==> src/rtl/dnp3lfc_pkg.sv <==
// Shared types, constants and the CRC byte update for the DNP3 link frame checker.
package dnp3lfc_pkg;

  localparam int BLOCK_BYTES  = 16;
  localparam int HEADER_BYTES = 10;
  localparam int LEN_BIAS     = 5;
  localparam int POS_W        = 9;
  localparam int FILL_W       = $clog2(BLOCK_BYTES + 2);
  localparam logic [POS_W-1:0] POS_MAX = {POS_W{1'b1}};
  localparam logic [15:0] CRC_POLY = 16'hA6BC;

  typedef enum logic [1:0] {
    REG_SYNC_FIRST  = 2'd0,
    REG_SYNC_SECOND = 2'd1,
    REG_MIN_LENGTH  = 2'd2,
    REG_MAX_LENGTH  = 2'd3
  } reg_index_t;

  typedef enum logic [2:0] {
    STATUS_OK        = 3'd0,
    STATUS_SHORT     = 3'd1,
    STATUS_SYNC      = 3'd2,
    STATUS_LENGTH    = 3'd3,
    STATUS_TRUNCATED = 3'd4,
    STATUS_HDR_CRC   = 3'd5,
    STATUS_DATA_CRC  = 3'd6
  } status_t;

  typedef struct packed {
    logic [7:0] sync_first;
    logic [7:0] sync_second;
    logic [7:0] min_length;
    logic [7:0] max_length;
  } cfg_t;

  typedef struct packed {
    logic dcrc;
    logic hcrc;
    logic len;
    logic sync;
  } flags_t;

  typedef struct packed {
    status_t    status;
    logic [7:0] control;
    logic [7:0] length;
  } result_t;

  function automatic logic [15:0] crc_byte(input logic [15:0] crc, input logic [7:0] b);
    logic [15:0] c;
    c = crc ^ {8'h00, b};
    for (int k = 0; k < 8; k++) begin
      c = c[0] ? ((c >> 1) ^ CRC_POLY) : (c >> 1);
    end
    return c;
  endfunction

endpackage

==> src/rtl/dnp3lfc_cfg.sv <==
// Configuration registers for sync values and the accepted length range.
module dnp3lfc_cfg (
  input  logic                clk,
  input  logic                rst_n,
  input  logic                cfg_we,
  input  logic [1:0]          cfg_index,
  input  logic [7:0]          cfg_data,
  output dnp3lfc_pkg::cfg_t   cfg
);

  dnp3lfc_pkg::cfg_t cfg_r;

  always_ff @(posedge clk) begin
    if (!rst_n) begin
      cfg_r.sync_first  <= 8'd5;
      cfg_r.sync_second <= 8'd100;
      cfg_r.min_length  <= 8'd5;
      cfg_r.max_length  <= 8'd255;
    end else if (cfg_we) begin
      case (dnp3lfc_pkg::reg_index_t'(cfg_index))
        dnp3lfc_pkg::REG_SYNC_FIRST:  cfg_r.sync_first  <= cfg_data;
        dnp3lfc_pkg::REG_SYNC_SECOND: cfg_r.sync_second <= cfg_data;
        dnp3lfc_pkg::REG_MIN_LENGTH:  cfg_r.min_length  <= cfg_data;
        dnp3lfc_pkg::REG_MAX_LENGTH:  cfg_r.max_length  <= cfg_data;
        default: cfg_r <= cfg_r;
      endcase
    end
  end

  assign cfg = cfg_r;

endmodule

==> src/rtl/dnp3lfc_core.sv <==
// Per-byte frame tracking: sync, length, header and block CRC checks and status.
module dnp3lfc_core (
  input  logic                   clk,
  input  logic                   rst_n,
  input  logic                   take,
  input  logic [7:0]             data_byte,
  input  logic                   first_byte,
  input  logic                   last_byte,
  input  dnp3lfc_pkg::cfg_t      cfg,
  output dnp3lfc_pkg::result_t   result
);

  localparam int POS_W  = dnp3lfc_pkg::POS_W;
  localparam int FILL_W = dnp3lfc_pkg::FILL_W;

  logic [POS_W-1:0]    pos_r, pos_nxt;
  logic [15:0]         crc_r, crc_nxt;
  logic [FILL_W-1:0]   fill_r, fill_nxt;
  logic [7:0]          low_r, low_nxt;
  logic [7:0]          len_r, len_nxt;
  logic [7:0]          ctl_r, ctl_nxt;
  logic [7:0]          drem_r, drem_nxt;
  dnp3lfc_pkg::flags_t flags_r, flags_nxt;

  always_comb begin
    logic [POS_W-1:0]    p;
    logic [15:0]         crc;
    logic [FILL_W-1:0]   fill;
    logic [7:0]          low;
    logic [7:0]          len;
    logic [7:0]          ctl;
    logic [7:0]          drem;
    dnp3lfc_pkg::flags_t flags;
    logic [FILL_W-1:0]   blen;
    logic [15:0]         want;
    logic                crc_ok;

    if (first_byte) begin
      p = '0; crc = '0; fill = '0; low = '0; len = '0; ctl = '0; drem = '0; flags = '0;
    end else begin
      p = pos_r; crc = crc_r; fill = fill_r; low = low_r; len = len_r; ctl = ctl_r;
      drem = drem_r; flags = flags_r;
    end

    want   = ~crc;
    crc_ok = (want[7:0] == low) && (want[15:8] == data_byte);
    blen   = (drem > 8'(dnp3lfc_pkg::BLOCK_BYTES)) ? FILL_W'(dnp3lfc_pkg::BLOCK_BYTES)
                                                   : FILL_W'(drem);

    pos_nxt = p; crc_nxt = crc; fill_nxt = fill; low_nxt = low; len_nxt = len;
    ctl_nxt = ctl; drem_nxt = drem; flags_nxt = flags;

    if (p == POS_W'(0)) begin
      if (data_byte != cfg.sync_first) flags_nxt.sync = 1'b1;
    end else if (p == POS_W'(1)) begin
      if (data_byte != cfg.sync_second) flags_nxt.sync = 1'b1;
    end else if (p == POS_W'(2)) begin
      len_nxt = data_byte;
      if (data_byte < cfg.min_length || data_byte > cfg.max_length) flags_nxt.len = 1'b1;
    end else if (p == POS_W'(3)) begin
      ctl_nxt = data_byte;
    end

    if (p < POS_W'(8)) begin
      crc_nxt = dnp3lfc_pkg::crc_byte(crc, data_byte);
    end else if (p == POS_W'(8)) begin
      low_nxt = data_byte;
    end else if (p == POS_W'(9)) begin
      if (!crc_ok) flags_nxt.hcrc = 1'b1;
      crc_nxt  = '0;
      fill_nxt = '0;
      drem_nxt = (len > 8'(dnp3lfc_pkg::LEN_BIAS)) ? len - 8'(dnp3lfc_pkg::LEN_BIAS) : 8'd0;
    end else if (drem != 8'd0) begin
      if (fill < blen) begin
        crc_nxt  = dnp3lfc_pkg::crc_byte(crc, data_byte);
        fill_nxt = fill + FILL_W'(1);
      end else if (fill == blen) begin
        low_nxt  = data_byte;
        fill_nxt = fill + FILL_W'(1);
      end else begin
        if (!crc_ok) flags_nxt.dcrc = 1'b1;
        crc_nxt  = '0;
        fill_nxt = '0;
        drem_nxt = drem - 8'(blen);
      end
    end

    pos_nxt = (p == dnp3lfc_pkg::POS_MAX) ? p : p + POS_W'(1);

    if (pos_nxt < POS_W'(dnp3lfc_pkg::HEADER_BYTES)) begin
      result.status = dnp3lfc_pkg::STATUS_SHORT;
    end else if (flags_nxt.sync) begin
      result.status = dnp3lfc_pkg::STATUS_SYNC;
    end else if (flags_nxt.len) begin
      result.status = dnp3lfc_pkg::STATUS_LENGTH;
    end else if (drem_nxt != 8'd0) begin
      result.status = dnp3lfc_pkg::STATUS_TRUNCATED;
    end else if (flags_nxt.hcrc) begin
      result.status = dnp3lfc_pkg::STATUS_HDR_CRC;
    end else if (flags_nxt.dcrc) begin
      result.status = dnp3lfc_pkg::STATUS_DATA_CRC;
    end else begin
      result.status = dnp3lfc_pkg::STATUS_OK;
    end
    result.control = (result.status == dnp3lfc_pkg::STATUS_OK) ? ctl_nxt : 8'd0;
    result.length  = (result.status == dnp3lfc_pkg::STATUS_OK) ? len_nxt : 8'd0;

    if (last_byte) begin
      pos_nxt = '0; crc_nxt = '0; fill_nxt = '0; low_nxt = '0; len_nxt = '0;
      ctl_nxt = '0; drem_nxt = '0; flags_nxt = '0;
    end
  end

  always_ff @(posedge clk) begin
    if (!rst_n) begin
      pos_r   <= '0;
      crc_r   <= '0;
      fill_r  <= '0;
      low_r   <= '0;
      len_r   <= '0;
      ctl_r   <= '0;
      drem_r  <= '0;
      flags_r <= '0;
    end else if (take) begin
      pos_r   <= pos_nxt;
      crc_r   <= crc_nxt;
      fill_r  <= fill_nxt;
      low_r   <= low_nxt;
      len_r   <= len_nxt;
      ctl_r   <= ctl_nxt;
      drem_r  <= drem_nxt;
      flags_r <= flags_nxt;
    end
  end

endmodule

==> src/rtl/dnp3_link_frame_checker_top.sv <==
// Top level of the DNP3 link frame checker: input register, frame logic, result register.
//
// Frame bytes enter one per transfer on the in_ channel, with in_first_byte marking the
// start of a frame and in_last_byte marking its end. For each last byte one status
// transfer leaves on the out_ channel, carrying the status code and, when the frame is
// good, the link control and length bytes. Other bytes produce no output.
// A byte is registered on its transfer and processed by the CRC and check logic when the
// core takes it; out_valid rises when the core takes the last byte and its status is registered.
// One byte can be taken every cycle while in_ready is high; the CRC update is combinational.
// When the receiver stalls, bytes that are not last keep flowing; a last byte waits in
// the input register until the result register is free, and in_ready drops meanwhile.
// The cfg_ port writes the sync values and the length range one register at a time; it should
// be used only while no frame is in progress.
// Reset clears all frame state and both channel valid flags and restores the default
// configuration: sync bytes 0x05 and 0x64, length range 5 to 255.
module dnp3_link_frame_checker_top (
  input  logic       clk,
  input  logic       rst_n,
  input  logic       in_valid,
  output logic       in_ready,
  input  logic [7:0] in_data_byte,
  input  logic       in_first_byte,
  input  logic       in_last_byte,
  output logic       out_valid,
  input  logic       out_ready,
  output logic [2:0] out_frame_status,
  output logic [7:0] out_link_control,
  output logic [7:0] out_link_length,
  input  logic       cfg_we,
  input  logic [1:0] cfg_index,
  input  logic [7:0] cfg_data
);

  logic                 in_valid_r;
  logic [7:0]           in_byte_r;
  logic                 in_first_r;
  logic                 in_last_r;
  logic                 out_valid_r;
  dnp3lfc_pkg::result_t out_r;
  dnp3lfc_pkg::result_t result;
  dnp3lfc_pkg::cfg_t    cfg;
  logic                 advance;

  assign advance  = in_valid_r && (!in_last_r || !out_valid_r || out_ready);
  assign in_ready = !in_valid_r || advance;

  always_ff @(posedge clk) begin
    if (!rst_n) begin
      in_valid_r <= 1'b0;
    end else if (in_ready) begin
      in_valid_r <= in_valid;
    end
  end

  always_ff @(posedge clk) begin
    if (in_valid && in_ready) begin
      in_byte_r  <= in_data_byte;
      in_first_r <= in_first_byte;
      in_last_r  <= in_last_byte;
    end
  end

  dnp3lfc_cfg u_cfg (
    .clk       (clk),
    .rst_n     (rst_n),
    .cfg_we    (cfg_we),
    .cfg_index (cfg_index),
    .cfg_data  (cfg_data),
    .cfg       (cfg)
  );

  dnp3lfc_core u_core (
    .clk        (clk),
    .rst_n      (rst_n),
    .take       (advance),
    .data_byte  (in_byte_r),
    .first_byte (in_first_r),
    .last_byte  (in_last_r),
    .cfg        (cfg),
    .result     (result)
  );

  always_ff @(posedge clk) begin
    if (!rst_n) begin
      out_valid_r <= 1'b0;
    end else if (advance && in_last_r) begin
      out_valid_r <= 1'b1;
    end else if (out_ready) begin
      out_valid_r <= 1'b0;
    end
  end

  always_ff @(posedge clk) begin
    if (advance && in_last_r) begin
      out_r <= result;
    end
  end

  assign out_valid        = out_valid_r;
  assign out_frame_status = out_r.status;
  assign out_link_control = out_r.control;
  assign out_link_length  = out_r.length;

endmodule

==> config.mk <==
export PLATFORM = sky130hd
export DESIGN_NAME = dnp3_link_frame_checker_top
export DESIGN_NICKNAME = d
export VERILOG_FILES = /design/src/rtl/dnp3lfc_pkg.sv /design/src/rtl/dnp3lfc_cfg.sv /design/src/rtl/dnp3lfc_core.sv /design/src/rtl/dnp3_link_frame_checker_top.sv
export SDC_FILE = /design/constraint.sdc
export NUM_CORES = 1
export LEC_CHECK = 0
export BUFFER_PORTS_ARGS = -buffer_cell sky130_fd_sc_hd__buf_2
export CORE_ASPECT_RATIO = 1.1
export CORE_MARGIN = 4
export CORE_UTILIZATION = 56
export DETAILED_ROUTE_END_ITERATION = 12
export PLACE_DENSITY = 0.87
export REMOVE_ABC_BUFFERS = 1
export SYNTH_ARGS = -nofsm -noshare
export SYNTH_HDL_FRONTEND = slang
export SYNTH_HIERARCHICAL = 1
export SYNTH_SLANG_ARGS = --single-unit
==> constraint.sdc <==
create_clock -name clk -period 3.95 [get_ports clk]
set_input_delay 0.5925 -clock clk [delete_from_list [all_inputs] [get_ports clk]]
set_output_delay 0.5925 -clock clk [all_outputs]
set_load 0.01 [all_outputs]
==> impl_results.md <==
- Switching share of total power: 25.9%
- # setup viols final: 0
- Clk pwr share: 46.0%
- Post-synthesis cell type count: 79
- Slowest stage delay, CP: 530 ps
- Starting DRT DRC Count: 783
- Routed wire length: 22300 µm
- Yosys top cell area share: 24.7%
- Buf/Inv on CP: 3
- P_sw: 0.959 mW
- I/O Pins: 46
- Root buffer cell: clkbuf_16
- Die Ht: 134 µm
- Hold Startpoint: in_data_byte[3]
- Final Wtd Congestion: 0.930
- Hold Slack: 333 ps
- Slew @ Worst Pin: 713 ps
- Core Area: 14000 µm²
- Critical Path, Cell by Cell: buf_12, nand2b_1, inv_1, ha_1, nor4bb_2, or3b_4, or2_0, a32o_1, and4b_1, o2111ai_4, buf_12, nor3_1
- Largest net degree at the start of global routing: 52
- Number of remaining DRC errors: 0
- Fin Clk Skew: 16.2 ps
- TritonCTS clock tree: done
- Largest delay contributor family on the critical path: simple AND/OR/NAND/NOR gates
- Worst Hold Class: primary input to register
- Cells on worst reg2reg path: 12
- Hpwl dp: 14800 µm
- MaxCap Viol Count: 0
- Worst R2R Start: in_first_r$_DFFE_PP_
- YS warnings: 6
- Cell count after placement: 1111
- Number of global-route vias before repair: 7182
- Internal: 2.74 mW
- Fillers: 1079
- Required time worst endpoint: 4190 ps
- Fin crit share: 95.3%
- F_max: 266 MHz
- Primary FF master, synth: dfxtp_1
- Storage element area: 2870 µm²
- CP Capture Type: register
- Final Critical Period: 3770 ps
- Critical path's slowest cell: or3b_4
- Asr flop ratio synth: 0%
- CTS clk-pin slew, worst paths: 70 ps
- First-pass GRT wire length: 36300 µm
- Critical path type: register to register
- All-Layer GR Usage: 27.9%
- FP Rows: 45
- CP Capture Point: out_link_length[7]$_DFFE_PP_
- Sequential area share after synthesis: 35.5%
- Synth top area cells: dfxtp_1, edfxtp_1, xnor2_1, nor2b_1, ha_1
- Most numerous cell on the critical path: buf_12
- Reg2reg end: out_link_length[7]$_DFFE_PP_
- Worst EP arrival: 4010 ps
- Worst-Skew Late Latency: 430 ps
- Cts hold-fix bufs: 0
- Setup crit start: in_first_r$_DFFE_PP_
- Max FO, Critical Path: 40
- Fraction of layout cells with a size suffix above 1: 14.2%
- Pins Over Slew Limit: 0
- Hold Path Depth: 1
- Multi-input gate area: 4790 µm²
- Relative slew slack: 52.5%
- Avg Synthesized Cell Area: 8.84 µm²
- WL/cell: 19.4 µm
- Commonest cells after routing, fill and taps aside: dfxtp_1, xnor2_1, nor2b_1, nand2_1, nor2_1
- Combinational power share: 14.9%
- EDFF count, synth: 29
- Most common cell after layout, fill and taps aside: dfxtp_1
- Syn Std Cell Area: 8090 µm²
- Startpoint Class: register
- Diode count: 0
- Final hold vios: 0
- Via density: 6.29
- Die area: 16400 µm²
- Leakage power: 3.45 nW
- Die W: 123 µm
- Inserted Clock Buffers: 17
- Peak VDD IR: 0.000374 V
- Antenna violations before repair: 0
- Status: finished, final reports clean
- Total iterations of the first detailed-routing run: 6
- Area growth, synth to finish: 13.7%
- Max Root-Sink Buffers: 2
- Post-route insts no fill: 1146
- Antenna-violating nets left: 0
- Port Buffer Count: 45
- Final net count: 998
- H-Tree Depth: 4
- Vias: 7208
- Syn Inst Count: 915
- #FFs+latches synth: 129
- Power per cell area: 403 nW/µm²
- Total global routing overflow: 0
- Critical path depth in cells: 12
- Initial core utilization: 57.9%
- Synth area leader: dfxtp_1
- Seq pwr share: 39.2%
- Clk sinks: 129
- Reg-to-reg slack, setup: 180 ps
==> per-layer routing <==
metal / track usage, % / vias up / routed length, µm
met5: 0 / - / 0
met4: 14.3 / 0 / 1020
met3: 4.98 / 91 / 1610
met2: 47.1 / 404 / 10800
met1: 33.9 / 3405 / 8810
li1: - / 3308 / -
==> cells by family after synthesis <==
logic type               after synthesis  synth area share (%)
AO/OA/AOI/OAI                        194                  17.1
multiplexers                          30                  3.71
XOR/XNOR                              97                  10.7
buffers and inverters                108                  5.61
other                                  1                0.0464
AND/OR/NAND/NOR                      328                  23.0
flip-flops                           129                  35.5
adder cells (fa/ha/maj)               28                  4.33
==> final cells by class <==
cell class / instances / area share (%)
clock buffers: 21 / 5.02
multi-input cells: 678 / 52.1
flip-flops and latches: 129 / 31.2
repair buffers: 75 / 5.31
well taps: 188 / 2.56
clock inverters: 11 / 1.95
inverters: 44 / 1.80
==> flip-flops by register name, summed over array words and instances, names as in the netlist, 4 cells and up <==
name and cells:
u_core/pos_r 9, out_link_control 8, u_core/low_r 8, u_core/drem_r 8, u_core/flags_r 4, u_cfg/cfg 32
u_core/ctl_r 8, u_core/fill_r 5, in_byte_r 8, u_core/crc_r 16, u_core/len_r 8, out_link_length 8
==> worst reg2reg max path: cells and delay by family, from the launching register on <==
| kind | cells | cell delay (ps) |
|---|---|---|
| buf+inv | 3 | 540 |
| flops | 1 | 430 |
| fa+ha+maj | 1 | 230 |
| simple gates | 6 | 1940 |
| compound gates | 2 | 440 |
==> power by group through the flow <==
stage | combinational [mW] | sequential (mW) | clock [mW]
global route | 0.592 | 1.45 | 1.78
global placement | 0.524 | 1.47 | 0
CTS | 0.543 | 1.45 | 1.72
detailed placement | 0.532 | 1.48 | 0
finish | 0.551 | 1.45 | 1.70
floorplan | 0.383 | 1.47 | 0
==> stage by stage <==
stage	utilization (%)	cell area (µm²)	power [mW]	setup TNS (ps)	setup slack, ps
after global placement	60.8	8490	2.00	0	94.9
after global routing	65.9	9200	3.82	-5.05	-5.05
after floorplan	-	7800	1.85	-39270	-1110
after CTS	65.5	9150	3.71	0	111
after detailed placement	60.8	8490	2.01	0	22.0
final	65.9	9200	3.70	0	184
==> worst min path at each step <==
stage | endpoint | slack [ps]
3_5_place_dp | u_cfg/cfg[14]$_SDFFE_PN0P_ | 460
5_1_grt | in_byte_r[2]$_DFFE_PP_ | 330
2_1_floorplan | u_cfg/cfg[13]$_SDFFE_PN0P_ | 440
4_1_cts | in_byte_r[3]$_DFFE_PP_ | 320
3_3_place_gp | u_cfg/cfg[9]$_SDFFE_PN0P_ | 450
6_report | in_byte_r[3]$_DFFE_PP_ | 330
==> cell usage after synthesis, types with 5 or more instances <==
cell        n
nor3b_1     6
or2_2       5
mux2i_1    30
o31ai_1     5
and2_1     17
ha_1       28
and3_1      5
nor3_2     11
nor3_1     13
xnor2_1    80
clkbuf_1   45
o211ai_1    9
a31oi_1    16
a211oi_1    7
nand4_1    18
o21a_1      5
o21ai_0    22
edfxtp_1   29
a21o_1      9
buf_2       8
nand3_1    11
nand2b_1    9
nor2_1     52
a21oi_1    29
a22o_1     12
xor2_1     16
inv_1      43
nor4_1     13
nor2b_1    72
nand2_1    65
a22oi_1    34
dfxtp_1   100
==> repair_timing <==
| action | in CTS | in global routing |
|---|---|---|
| endpoints found under the setup margin | 2 | 25 |
| buffers inserted | 1 | 2 |
| resized for setup | 0 | 8 |
| pin swaps | 1 | 2 |
Power figures use the tool's default switching activity.
